$ cat src/rtl/sdi12_measure_sequencer_defines.svh
// ---------------------------------------------------------------------------
// sdi12_measure_sequencer_defines
// Assertion macros used by the sequencer RTL file.
// ---------------------------------------------------------------------------
`ifndef SDI12_MEASURE_SEQUENCER_DEFINES_SVH
`define SDI12_MEASURE_SEQUENCER_DEFINES_SVH
// Assert a property on the rising clock edge, disabled during reset.
`define SDS_ASSERT(lbl, clk, rst_n, prop, msg) \
    lbl: assert property (@(posedge clk) disable iff (!rst_n) (prop)) else $error(msg);
`define SDS_ASSERT_NR(lbl, clk, prop, msg) \
    lbl: assert property (@(posedge clk) (prop)) else $error(msg);
`endif

$ cat src/rtl/sdi12ms_pkg.sv
// ---------------------------------------------------------------------------
// sdi12ms_pkg
// Types and constants of the SDI-12 measurement sequencer.
// ---------------------------------------------------------------------------
`default_nettype none
package sdi12ms_pkg;
    localparam logic       OP_START = 1'b0;
    localparam logic       OP_BYTE  = 1'b1;
    localparam logic [1:0] KIND_TX   = 2'd0;
    localparam logic [1:0] KIND_VAL  = 2'd1;
    localparam logic [1:0] KIND_DONE = 2'd2;
    localparam logic [1:0] PH_FIRST = 2'd0;
    localparam logic [1:0] PH_SREQ  = 2'd1;
    localparam logic [1:0] PH_SEND  = 2'd2;
    localparam logic [1:0] PH_DATA  = 2'd3;
    localparam logic [7:0] CH_M  = 8'h4D;
    localparam logic [7:0] CH_D  = 8'h44;
    localparam logic [7:0] CH_EX = 8'h21;
    localparam logic [7:0] CH_LF = 8'h0A;
    localparam logic [7:0] CH_CR = 8'h0D;
    localparam logic [7:0] CH_0  = 8'h30;
    localparam logic [7:0] CH_PL = 8'h2B;
    localparam logic [7:0] CH_MI = 8'h2D;
    localparam logic [7:0] CH_PT = 8'h2E;
    localparam int MAX_TOKENS = 17;

    typedef enum logic [3:0] {
        S_IDLE, S_CMD0, S_CMD1, S_CMD2, S_HDR, S_SCAN, S_TOKEN, S_EMIT,
        S_TAIL, S_SEND0, S_SEND1, S_SEND2, S_SEND3, S_DONE
    } t_state;

    typedef struct packed {
        logic [1:0]         kind;
        logic [7:0]         tx_char;
        logic [7:0]         sensor_address;
        logic signed [27:0] value_mantissa;
        logic [3:0]         value_decimals;
        logic               value_bad;
        logic [7:0]         value_count;
        logic               last;
    } t_result;

    // Address number to bus character.
    function automatic logic [7:0] to_char(input logic [7:0] a);
        logic [7:0] r;
        if (a <= 8'd9) r = a + 8'h30;
        else if (a <= 8'd35) r = a - 8'd10 + 8'h61;
        else if (a <= 8'd61) r = a - 8'd36 + 8'h41;
        else r = 8'h3A;
        return r;
    endfunction

    // Bus character to address number.
    function automatic logic [7:0] to_addr(input logic [7:0] c);
        logic [7:0] r;
        if (c >= 8'h30 && c <= 8'h39) r = c - 8'h30;
        else if (c >= 8'h61 && c <= 8'h7A) r = c - 8'h61 + 8'd10;
        else if (c >= 8'h41 && c <= 8'h5A) r = c - 8'h41 + 8'd36;
        else r = 8'hFF;
        return r;
    endfunction
endpackage
`default_nettype wire

$ cat src/rtl/sdi12ms_if.sv
// ---------------------------------------------------------------------------
// sdi12ms_in_if / sdi12ms_out_if
// Valid/ready channels for input items and result items.
// ---------------------------------------------------------------------------
`default_nettype none
interface sdi12ms_in_if;
    logic       valid;
    logic       ready;
    logic       opcode;
    logic [7:0] rx_byte;
    logic [5:0] target_address;
    modport source (output valid, opcode, rx_byte, target_address, input ready);
    modport sink (input valid, opcode, rx_byte, target_address, output ready);
endinterface

interface sdi12ms_out_if;
    logic                valid;
    logic                ready;
    sdi12ms_pkg::t_result data;
    modport source (output valid, data, input ready);
    modport sink (input valid, data, output ready);
endinterface
`default_nettype wire

$ cat src/rtl/sdi12ms_ram.sv
// ---------------------------------------------------------------------------
// sdi12ms_ram
// Single-port-write, single-read RAM with registered read data.
// ---------------------------------------------------------------------------
`default_nettype none
module sdi12ms_ram #(
    parameter int WIDTH = 8,
    parameter int DEPTH = 35
) (
    input  wire logic                     i_clk,
    input  wire logic                     i_we,
    input  wire logic [$clog2(DEPTH)-1:0] i_waddr,
    input  wire logic [WIDTH-1:0]         i_wdata,
    input  wire logic [$clog2(DEPTH)-1:0] i_raddr,
    output logic      [WIDTH-1:0]         o_rdata
);
    logic [WIDTH-1:0] r_mem [DEPTH];

    // Write and registered read
    always_ff @(posedge i_clk) begin
        if (i_we) r_mem[i_waddr] <= i_wdata;
        o_rdata <= r_mem[i_raddr];
    end
endmodule
`default_nettype wire

$ cat src/rtl/sdi12_measure_sequencer.sv
// ---------------------------------------------------------------------------
// sdi12_measure_sequencer
// SDI-12 recorder-side measure and data request sequencer.
// ---------------------------------------------------------------------------
// Usage:
//  Input channel: opcode 0 starts a measurement at target_address and yields
//  the three characters <addr> M !. Opcode 1 delivers one received bus byte.
//  Output channel: transmit characters, parsed values and a completion marker;
//  'last' flags the final result of each input item.
//  Line walk: a plain received byte is taken in the idle state. The end of a
//  data line walks the stored line twice through the single read port of
//  the line RAM, once to find its end and once to parse it, one character
//  per cycle while the output register does not stall it. The header line
//  reads four characters.
//  Each result is held in an output register until the receiver takes it;
//  the sequencer waits while that register is full and not taken, so a stall on the
//  output only stretches the time of the item at work.
//  Reset clears the phase, counts and framing; the line RAM is not cleared,
//  characters beyond the received length read as zero.
// ---------------------------------------------------------------------------
`default_nettype none
`include "sdi12_measure_sequencer_defines.svh"
module sdi12_measure_sequencer #(
    parameter int LINE_MAX = 35
) (
    input wire logic i_clk,
    input wire logic i_rst_n,
    sdi12ms_in_if.sink    in_ch,
    sdi12ms_out_if.source out_ch
);
    localparam int AW = $clog2(LINE_MAX);
    localparam int LW = $clog2(LINE_MAX + 1);

    sdi12ms_pkg::t_state r_state, n_state;

    logic [LW-1:0] r_len, n_len;
    logic          r_in_line, n_in_line;
    logic [1:0]    r_phase, n_phase;
    logic [7:0]    r_laddr, n_laddr;
    logic [7:0]    r_expect, n_expect;
    logic [3:0]    r_dset, n_dset;
    logic [7:0]    r_count, n_count;
    logic [7:0]    r_tchar, n_tchar;

    // line walk and token parse state
    logic [LW-1:0] r_pos, n_pos;       // read address issued
    logic [LW-1:0] r_end, n_end;       // effective line end
    logic          r_rdv, n_rdv;       // read data valid this cycle
    logic [LW-1:0] r_rpos, n_rpos;     // index of read data
    logic [4:0]    r_tokens, n_tokens;
    logic          r_tok_first, n_tok_first;
    logic          r_neg, n_neg;
    logic          r_point, n_point;
    logic          r_bad, n_bad;
    logic [3:0]    r_digits, n_digits;
    logic [3:0]    r_decs, n_decs;
    logic [26:0]   r_mag, n_mag;
    logic signed [15:0] r_delay, n_delay;

    sdi12ms_pkg::t_result r_out, n_out;
    logic                 r_ovalid, n_ovalid;

    logic          we;
    logic [AW-1:0] waddr, raddr;
    logic [7:0]    wdata, rdata, rbyte;

    sdi12ms_ram #(.WIDTH(8), .DEPTH(LINE_MAX)) u_line (
        .i_clk  (i_clk),
        .i_we   (we),
        .i_waddr(waddr),
        .i_wdata(wdata),
        .i_raddr(raddr),
        .o_rdata(rdata)
    );

    assign out_ch.valid = r_ovalid;
    assign out_ch.data  = r_out;
    assign in_ch.ready  = (r_state == sdi12ms_pkg::S_IDLE) && !r_ovalid;

    logic acc, oslot;
    assign acc   = in_ch.valid && in_ch.ready;
    assign oslot = !r_ovalid || out_ch.ready;
    assign rbyte = (r_rpos < r_len) ? rdata : 8'd0;

    // Registers
    always_ff @(posedge i_clk) begin
        if (!i_rst_n) begin
            r_state <= sdi12ms_pkg::S_IDLE;
            r_len <= '0; r_in_line <= 1'b0; r_phase <= sdi12ms_pkg::PH_FIRST;
            r_laddr <= '0; r_expect <= '0; r_dset <= '0; r_count <= '0;
            r_ovalid <= 1'b0;
        end else begin
            r_state <= n_state;
            r_len <= n_len; r_in_line <= n_in_line; r_phase <= n_phase;
            r_laddr <= n_laddr; r_expect <= n_expect; r_dset <= n_dset;
            r_count <= n_count; r_ovalid <= n_ovalid;
        end
        r_tchar <= n_tchar; r_pos <= n_pos; r_end <= n_end; r_rdv <= n_rdv;
        r_rpos <= n_rpos; r_tokens <= n_tokens; r_tok_first <= n_tok_first;
        r_neg <= n_neg; r_point <= n_point; r_bad <= n_bad; r_digits <= n_digits;
        r_decs <= n_decs; r_mag <= n_mag; r_delay <= n_delay;
        r_out <= n_out;
    end

    // Next state and results
    always_comb begin
        logic [7:0] c;
        logic       sep;
        n_state = r_state; n_len = r_len; n_in_line = r_in_line; n_phase = r_phase;
        n_laddr = r_laddr; n_expect = r_expect; n_dset = r_dset; n_count = r_count;
        n_tchar = r_tchar; n_pos = r_pos; n_end = r_end; n_rdv = 1'b0;
        n_rpos = r_rpos; n_tokens = r_tokens; n_tok_first = r_tok_first;
        n_neg = r_neg; n_point = r_point; n_bad = r_bad; n_digits = r_digits;
        n_decs = r_decs; n_mag = r_mag; n_delay = r_delay;
        n_out = r_out; n_ovalid = r_ovalid && !out_ch.ready;
        we = 1'b0; waddr = r_len[AW-1:0]; wdata = in_ch.rx_byte;
        raddr = r_pos[AW-1:0];
        c = rbyte;
        sep = 1'b0;
        unique case (r_state)
            sdi12ms_pkg::S_IDLE: begin
                if (acc) begin
                    if (in_ch.opcode == sdi12ms_pkg::OP_START) begin
                        n_phase = sdi12ms_pkg::PH_FIRST;
                        n_in_line = 1'b0;
                        n_len = '0;
                        n_tchar = sdi12ms_pkg::to_char({2'b00, in_ch.target_address});
                        n_state = sdi12ms_pkg::S_CMD0;
                    end else if (!r_in_line) begin
                        if (in_ch.rx_byte != 8'd0) begin
                            n_laddr = sdi12ms_pkg::to_addr(in_ch.rx_byte);
                            n_in_line = 1'b1;
                            n_len = '0;
                        end
                    end else if (in_ch.rx_byte == sdi12ms_pkg::CH_CR) begin
                        n_len = r_len;
                    end else if (in_ch.rx_byte != sdi12ms_pkg::CH_LF) begin
                        if (r_len < LW'(LINE_MAX)) begin
                            we = 1'b1;
                            n_len = r_len + 1'b1;
                        end
                    end else begin
                        n_in_line = 1'b0;
                        n_pos = '0;
                        unique case (r_phase)
                            sdi12ms_pkg::PH_FIRST: begin
                                n_delay = '0;
                                n_state = sdi12ms_pkg::S_HDR;
                            end
                            sdi12ms_pkg::PH_DATA: begin
                                n_end = r_len; n_tokens = '0;
                                n_state = sdi12ms_pkg::S_SCAN;
                            end
                            default: begin
                                n_phase = sdi12ms_pkg::PH_DATA;
                                n_state = sdi12ms_pkg::S_SEND0;
                            end
                        endcase
                    end
                end
            end
            sdi12ms_pkg::S_CMD0, sdi12ms_pkg::S_CMD1, sdi12ms_pkg::S_CMD2: begin
                if (oslot) begin
                    n_ovalid = 1'b1;
                    n_out = '0;
                    n_out.kind = sdi12ms_pkg::KIND_TX;
                    if (r_state == sdi12ms_pkg::S_CMD0) begin
                        n_out.tx_char = r_tchar; n_state = sdi12ms_pkg::S_CMD1;
                    end else if (r_state == sdi12ms_pkg::S_CMD1) begin
                        n_out.tx_char = sdi12ms_pkg::CH_M; n_state = sdi12ms_pkg::S_CMD2;
                    end else begin
                        n_out.tx_char = sdi12ms_pkg::CH_EX; n_out.last = 1'b1;
                        n_state = sdi12ms_pkg::S_DONE;
                    end
                end
            end
            sdi12ms_pkg::S_HDR: begin
                // read four header characters, one per cycle
                if (r_pos < LW'(4)) begin
                    n_pos = r_pos + 1'b1;
                    n_rdv = 1'b1;
                    n_rpos = r_pos;
                end
                if (r_rdv) begin
                    unique case (r_rpos[1:0])
                        2'd0: n_delay = 16'sd100 * ($signed({8'd0, c}) - 16'sd48);
                        2'd1: n_delay = r_delay
                                      + 16'sd10 * ($signed({8'd0, c}) - 16'sd48);
                        2'd2: n_delay = r_delay + ($signed({8'd0, c}) - 16'sd48);
                        default: begin
                            n_expect = c - sdi12ms_pkg::CH_0;
                            n_dset = '0; n_count = '0;
                            if (r_delay > 16'sd0) begin
                                n_phase = sdi12ms_pkg::PH_SREQ;
                                n_state = sdi12ms_pkg::S_IDLE;
                            end else begin
                                n_phase = sdi12ms_pkg::PH_DATA;
                                n_state = sdi12ms_pkg::S_SEND0;
                            end
                        end
                    endcase
                end
            end
            sdi12ms_pkg::S_SCAN: begin
                // find the first zero byte, which ends the data
                if (r_rdv && c == 8'd0 && r_rpos < r_end) begin
                    n_end = r_rpos;
                    n_pos = '0;
                    n_state = sdi12ms_pkg::S_TOKEN;
                    n_tok_first = 1'b1;
                end else if (r_pos < r_end) begin
                    n_pos = r_pos + 1'b1;
                    n_rdv = 1'b1;
                    n_rpos = r_pos;
                end else if (!r_rdv) begin
                    n_pos = '0;
                    n_tok_first = 1'b1;
                    n_state = sdi12ms_pkg::S_TOKEN;
                end
            end
            sdi12ms_pkg::S_TOKEN: begin
                // walk one token; a sign past its first byte ends it
                if (r_tok_first && !r_rdv) begin
                    n_neg = 1'b0; n_point = 1'b0; n_bad = 1'b0;
                    n_digits = '0; n_decs = '0; n_mag = '0;
                    if (r_pos >= r_end || r_tokens == 5'(sdi12ms_pkg::MAX_TOKENS)) begin
                        n_state = sdi12ms_pkg::S_TAIL;
                    end else begin
                        n_pos = r_pos + 1'b1; n_rdv = 1'b1; n_rpos = r_pos;
                    end
                end else if (r_rdv) begin
                    sep = (c == sdi12ms_pkg::CH_PL || c == sdi12ms_pkg::CH_MI);
                    if (!r_tok_first && sep) begin
                        n_pos = r_rpos;
                        n_state = sdi12ms_pkg::S_EMIT;
                    end else begin
                        n_tok_first = 1'b0;
                        if (r_tok_first && sep) begin
                            n_neg = (c == sdi12ms_pkg::CH_MI);
                        end else if (c >= 8'h30 && c <= 8'h39) begin
                            if (r_digits >= 4'd8) n_bad = 1'b1;
                            else if (!r_bad) begin
                                n_mag = 27'((r_mag << 3) + (r_mag << 1)) + 27'(c - 8'h30);
                                n_digits = r_digits + 1'b1;
                                if (r_point) n_decs = r_decs + 1'b1;
                            end
                        end else if (c == sdi12ms_pkg::CH_PT && !r_point) begin
                            n_point = 1'b1;
                        end else begin
                            n_bad = 1'b1;
                        end
                        if (r_pos < r_end) begin
                            n_pos = r_pos + 1'b1; n_rdv = 1'b1; n_rpos = r_pos;
                        end else begin
                            n_state = sdi12ms_pkg::S_EMIT;
                        end
                    end
                end
            end
            sdi12ms_pkg::S_EMIT: begin
                if (oslot) begin
                    n_ovalid = 1'b1;
                    n_out = '0;
                    n_out.kind = sdi12ms_pkg::KIND_VAL;
                    n_out.sensor_address = r_laddr;
                    if (r_bad || r_digits == 4'd0) begin
                        n_out.value_bad = 1'b1;
                    end else begin
                        n_out.value_mantissa = r_neg ? -$signed({1'b0, r_mag})
                                                     : $signed({1'b0, r_mag});
                        n_out.value_decimals = r_decs;
                    end
                    if (r_count != 8'hFF) n_count = r_count + 1'b1;
                    n_out.value_count = n_count;
                    n_tokens = r_tokens + 1'b1;
                    n_tok_first = 1'b1;
                    n_state = sdi12ms_pkg::S_TOKEN;
                end
            end
            sdi12ms_pkg::S_TAIL: begin
                if (r_count < r_expect) begin
                    if (r_dset < 4'd9) n_dset = r_dset + 1'b1;
                    n_state = sdi12ms_pkg::S_SEND0;
                end else if (oslot) begin
                    n_ovalid = 1'b1;
                    n_out = '0;
                    n_out.kind = sdi12ms_pkg::KIND_DONE;
                    n_out.sensor_address = r_laddr;
                    n_out.value_count = r_count;
                    n_out.last = 1'b1;
                    n_state = sdi12ms_pkg::S_DONE;
                end
            end
            sdi12ms_pkg::S_SEND0, sdi12ms_pkg::S_SEND1,
            sdi12ms_pkg::S_SEND2, sdi12ms_pkg::S_SEND3: begin
                if (oslot) begin
                    n_ovalid = 1'b1;
                    n_out = '0;
                    n_out.kind = sdi12ms_pkg::KIND_TX;
                    unique case (r_state)
                        sdi12ms_pkg::S_SEND0: begin
                            n_out.tx_char = sdi12ms_pkg::to_char(r_laddr);
                            n_state = sdi12ms_pkg::S_SEND1;
                        end
                        sdi12ms_pkg::S_SEND1: begin
                            n_out.tx_char = sdi12ms_pkg::CH_D;
                            n_state = sdi12ms_pkg::S_SEND2;
                        end
                        sdi12ms_pkg::S_SEND2: begin
                            n_out.tx_char = sdi12ms_pkg::CH_0 + {4'd0, r_dset};
                            n_state = sdi12ms_pkg::S_SEND3;
                        end
                        default: begin
                            n_out.tx_char = sdi12ms_pkg::CH_EX;
                            n_out.last = 1'b1;
                            n_state = sdi12ms_pkg::S_DONE;
                        end
                    endcase
                end
            end
            sdi12ms_pkg::S_DONE: begin
                if (!r_ovalid) n_state = sdi12ms_pkg::S_IDLE;
            end
            default: n_state = sdi12ms_pkg::S_IDLE;
        endcase
    end

    `SDS_ASSERT(a_no_accept_busy, i_clk, i_rst_n,
        in_ch.valid && in_ch.ready |-> r_state == sdi12ms_pkg::S_IDLE, "accept while busy")
    `SDS_ASSERT(a_len_max, i_clk, i_rst_n, r_len <= LW'(LINE_MAX), "line length overflow")
    `SDS_ASSERT(a_dset_max, i_clk, i_rst_n, r_dset <= 4'd9, "dataset digit above 9")
    `SDS_ASSERT(a_hold, i_clk, i_rst_n,
        r_ovalid && !out_ch.ready |=> r_ovalid && $stable(r_out), "result dropped")
endmodule
`default_nettype wire
$ cat src/flat_wrapper.sv
// flat-port wrapper written by rule: the top's interface ports become plain ports
module sdi12_measure_sequencer_flat 
#(
    parameter int LINE_MAX = 35
)
  (i_clk, i_rst_n, in_ch_valid, in_ch_opcode, in_ch_rx_byte, in_ch_target_address, in_ch_ready, out_ch_valid, out_ch_data, out_ch_ready);
  sdi12ms_in_if in_ch_i ();
  sdi12ms_out_if out_ch_i ();
  input wire logic i_clk;
  input wire logic i_rst_n;
  input wire logic [$bits(in_ch_i.valid)-1:0] in_ch_valid;
  input wire logic [$bits(in_ch_i.opcode)-1:0] in_ch_opcode;
  input wire logic [$bits(in_ch_i.rx_byte)-1:0] in_ch_rx_byte;
  input wire logic [$bits(in_ch_i.target_address)-1:0] in_ch_target_address;
  output wire logic [$bits(in_ch_i.ready)-1:0] in_ch_ready;
  output wire logic [$bits(out_ch_i.valid)-1:0] out_ch_valid;
  output wire logic [$bits(out_ch_i.data)-1:0] out_ch_data;
  input wire logic [$bits(out_ch_i.ready)-1:0] out_ch_ready;
  assign in_ch_i.valid = in_ch_valid;
  assign in_ch_i.opcode = in_ch_opcode;
  assign in_ch_i.rx_byte = in_ch_rx_byte;
  assign in_ch_i.target_address = in_ch_target_address;
  assign in_ch_ready = in_ch_i.ready;
  assign out_ch_valid = out_ch_i.valid;
  assign out_ch_data = out_ch_i.data;
  assign out_ch_i.ready = out_ch_ready;
  sdi12_measure_sequencer #(.LINE_MAX(LINE_MAX)) u_core (.i_clk(i_clk), .i_rst_n(i_rst_n), .in_ch(in_ch_i), .out_ch(out_ch_i));
endmodule
$ cat config.mk
export PLATFORM = sky130hd
export DESIGN_NAME = sdi12_measure_sequencer_flat
export DESIGN_NICKNAME = d
export VERILOG_FILES = /design/src/rtl/sdi12ms_pkg.sv /design/src/rtl/sdi12ms_if.sv /design/src/rtl/sdi12ms_ram.sv /design/src/rtl/sdi12_measure_sequencer.sv /design/src/flat_wrapper.sv
export VERILOG_INCLUDE_DIRS = /design/src /design/src/rtl
export SDC_FILE = /design/constraint.sdc
export NUM_CORES = 1
export LEC_CHECK = 0
export BUFFER_PORTS_ARGS = -buffer_cell sky130_fd_sc_hd__buf_2
export CAP_MARGIN = 40
export CORE_MARGIN = 1.5
export CORE_UTILIZATION = 62
export CTS_BUF_LIST = sky130_fd_sc_hd__clkbuf_8
export DETAILED_ROUTE_END_ITERATION = 6
export PLACE_DENSITY = 0.9
export SETUP_SLACK_MARGIN = 0.15
export SYNTH_ARGS = -nofsm -noshare
export SYNTH_HDL_FRONTEND = slang
export SYNTH_HIERARCHICAL = 1
export SYNTH_SLANG_ARGS = --single-unit
$ cat constraint.sdc
create_clock -name i_clk -period 16 [get_ports i_clk]
set_input_delay 3.2 -clock i_clk [delete_from_list [all_inputs] [get_ports i_clk]]
set_output_delay 3.2 -clock i_clk [all_outputs]
set_load 0.1 [all_outputs]
==> metrics <==
run status=complete, but fails checks; violated checks=DRC; critical-path cell with the highest stage delay=a311oi_1; initial standard-cell utilization of the core=62.6%; ordered list of cells on the worst path=inv_1, ha_1, or2_2, a211oi_1, o31a_1, and2_1, ha_1, xor2_1, buf_4, inv_1, fa_1, inv_1, ha_1, a21oi_1, nor2b_1, a311o_1, a31o_2, a221o_1, a311oi_1, o21ai_0, xnor2_1, nor2_1; worst reg2reg path depth=22; number of antenna cells inserted=0; transition time of the tightest slew-check pin=985 ps; post-synth top area share=47.7%; unrepaired setup endpoints after global routing=false; fraction of the yosys area taken by sequential cells=51.5%; most common cell after layout, fill and taps aside=edfxtp_1; Setup TNS=0 ps; number of global-route vias before repair=18900; buffer depth of the longest clock path=3; Primary FF master, synth=edfxtp_1; number of cells traversed by the worst hold path=2; Total Wirelength=63.4 mm; Post-Syn Nets=2559; peak ir drop on the vdd network=0.171 mV; cell area after technology mapping=26800 µm²; count of mapped cells out of synthesis=2329; global router's overall resource usage=28.6%; number of iterations in the first detailed-routing pass=7; number of nets in the layout=2651; clock buffer count from CTS=77; total power of the final layout=5.93 mW; relative slew slack=34.3%; setup violators final=0; launch point of the critical path=u_core/r_len[2]; maximum number of pins on one net before global-route repair=139; Worst Hold Launch=u_core/r_expect[6]; commonest non-fill, non-tap cells in the layout=edfxtp_1 (426), nor2_1 (218), ha_1 (177); die width=211 µm; max-cap viol count=0; fraction of layout cells with a size suffix above 1=10.3%; Gates resized, CTS repair=0; hold buffers post-CTS=0; Yosys cell types=83; Worst setup SP type=register; shortest clock period the worst path allows after layout=6670 ps; largest area contributor in the netlist=edfxtp_1; # clock sinks=477; highest net fanout along the worst path=12; Reg area=13800 µm²; count of yosys warnings during synthesis=6; Post-synth EDFFs=426; area enclosed by the die boundary=44600 µm²; root buffer cell=clkbuf_8; Data arrival, critical path=7070 ps; first-pass GRT wire length=99.9 mm; maximum clock rate=150 MHz; average footprint of a synthesized cell=11.5 µm²; startpoint of the lowest-slack register-to-register path=u_core/r_len[2]; Area Overhead vs Synth=8.60%; Synth area leaders=edfxtp_1 (48%), ha_1 (8.3%), mux2i_1 (5.3%); worst stage delay on the critical path=610 ps; Power Dens Cells=204 nW/µm²; share of the clock period used by the worst path after layout=41.7%; flop and latch count out of synthesis=477; Port Buffers=80; initial antenna violation count=1; CTS tree=built; Starting DRT DRC Count=2204; clock transition at the register clock pins on the worst setup and hold paths after CTS=70 ps; worst skew pair latency=680 ps; depth of the CTS H-tree=3; reported leakage power=11.0 nW; global placement routability congestion=0.920; HPWL after detailed placement=42.9 mm; Post-Route Skew=39.0 ps; final hold viol count=0; post-synthesis async set-or-reset flop share=0%; top-level I/O count=81; worst setup path class=register to register; overflow left after global routing=0; routed length per placed instance=20.7 µm; Std-Cell Rows=76; antenna-violating nets left=0; average via count per standard cell=6.38; number of pins exceeding their max-slew limit in the final report=0; setup repair bufs after CTS=0; core area=42900 µm²; Filler Cells Inserted=2876; critical path required time=16400 ps; multi-input gate area in the final layout=12200 µm²; Die Y-Extent=211 µm; Via Count=19500; critical path capture point type=register; residual DRC count=5; path type of the worst min-delay path=register to register
[power by group]
| group | internal, mW | switching, mW |
|---|---|---|
| registers | 1.55 | 0.114 |
| logic | 1.11 | 2.17 |
| clock network | 0.511 | 0.481 |
| total | 3.17 | 2.76 |
[worst paths after layout]
| kind | end | slack [ps] |
|---|---|---|
| min reg2reg | u_core/r_expect[6] | 470 |
| max | u_core/r_mag[24] | 9330 |
| min | u_core/r_expect[6] | 470 |
| max reg2reg | u_core/r_mag[24] | 9330 |
[kinds of logic after synthesis]
kind of cell               synth area share, %
AOI/OAI and AO/OA                         14.4
buffers and inverters                     3.44
and+or+nand+nor                           10.7
xor gates and xnor gates                  3.72
muxes                                     5.58
adders and majority gates                 10.8
DFF                                       51.5
[area by class of cell]
cell class | instances | share of cell area [%]
clock buffers | 79 | 3.73
clock inverters | 55 | 1.17
inverters | 121 | 1.56
multi-input cells | 1647 | 41.7
flip-flops and latches | 477 | 47.4
well taps | 585 | 2.51
repair buffers | 97 | 1.95
[worst max-delay path: cells and delay by family, from the launching register on]
| family | cells | cell delay, ps |
|---|---|---|
| AO/OA/AOI/OAI | 8 | 2800 |
| adder cells (fa/ha/maj) | 4 | 1480 |
| AND/OR/NAND/NOR | 4 | 720 |
| flip-flops | 1 | 530 |
| buffers and inverters | 4 | 490 |
| XOR/XNOR | 2 | 360 |
[routing by layer]
layer  share of wire, %  wire [µm]  global-route usage [%]  up-vias
met2                 48      30600                    46.8     1113
li1                   -          -                       -     8906
met3                9.4       5980                    5.55      173
met4                3.2       2060                    11.2        2
met1                 39      24800                    37.7     9344
met5              0.011          7                       0        -
[sequential cells by signal (all words and copies together) (netlist names), 6 cells and up]
signal,count
u_core/r_rpos,6
u_core/r_end,6
u_core/r_tchar,8
u_core/r_pos,6
u_core/r_laddr,8
u_core/r_len,6
u_core/r_delay,16
u_core/u_line/o_rdata,8
u_core/r_expect,8
u_core/u_line/r_mem,280
u_core/r_mag,27
u_core/out_ch.data,60
u_core/r_count,8
[stage by stage]
stage | area, µm² | hold WS (ps) | worst slack, ps | utilization [%] | std cells
after floorplan | 26800 | 436 | 9290 | - | 2329
after global placement | 27700 | 452 | 9360 | 64.5 | 2923
after detailed placement | 27700 | 470 | 9160 | 64.6 | 2926
after CTS | 29100 | 474 | 9380 | 68.0 | 3060
after global routing | 29200 | 496 | 8880 | 68.0 | 3061
final | 29200 | 472 | 9330 | 68.0 | 3061
[synth_stat cells, types with 11 or more instances]
| library cell | instances |
|---|---|
| o31ai_1 | 14 |
| nand2b_1 | 22 |
| mux2i_1 | 143 |
| o22ai_1 | 19 |
| nand3_1 | 42 |
| inv_1 | 117 |
| a22o_1 | 20 |
| a21oi_1 | 154 |
| nand4_1 | 11 |
| a22oi_1 | 45 |
| ha_1 | 177 |
| nor2b_1 | 22 |
| a21o_1 | 29 |
| nor2_1 | 219 |
| nand2_1 | 146 |
| o21ai_0 | 122 |
| edfxtp_1 | 426 |
| xnor2_1 | 68 |
| o211ai_1 | 12 |
| and3_1 | 20 |
| a31oi_1 | 19 |
| a221oi_2 | 11 |
| o21a_1 | 12 |
| fa_1 | 34 |
| xor2_1 | 46 |
| or3_1 | 13 |
| dfxtp_1 | 51 |
| nor3_1 | 29 |
| a211oi_1 | 27 |
| clkbuf_1 | 49 |
| and2_1 | 16 |
No activity file was read; power rests on OpenSTA's default activity.
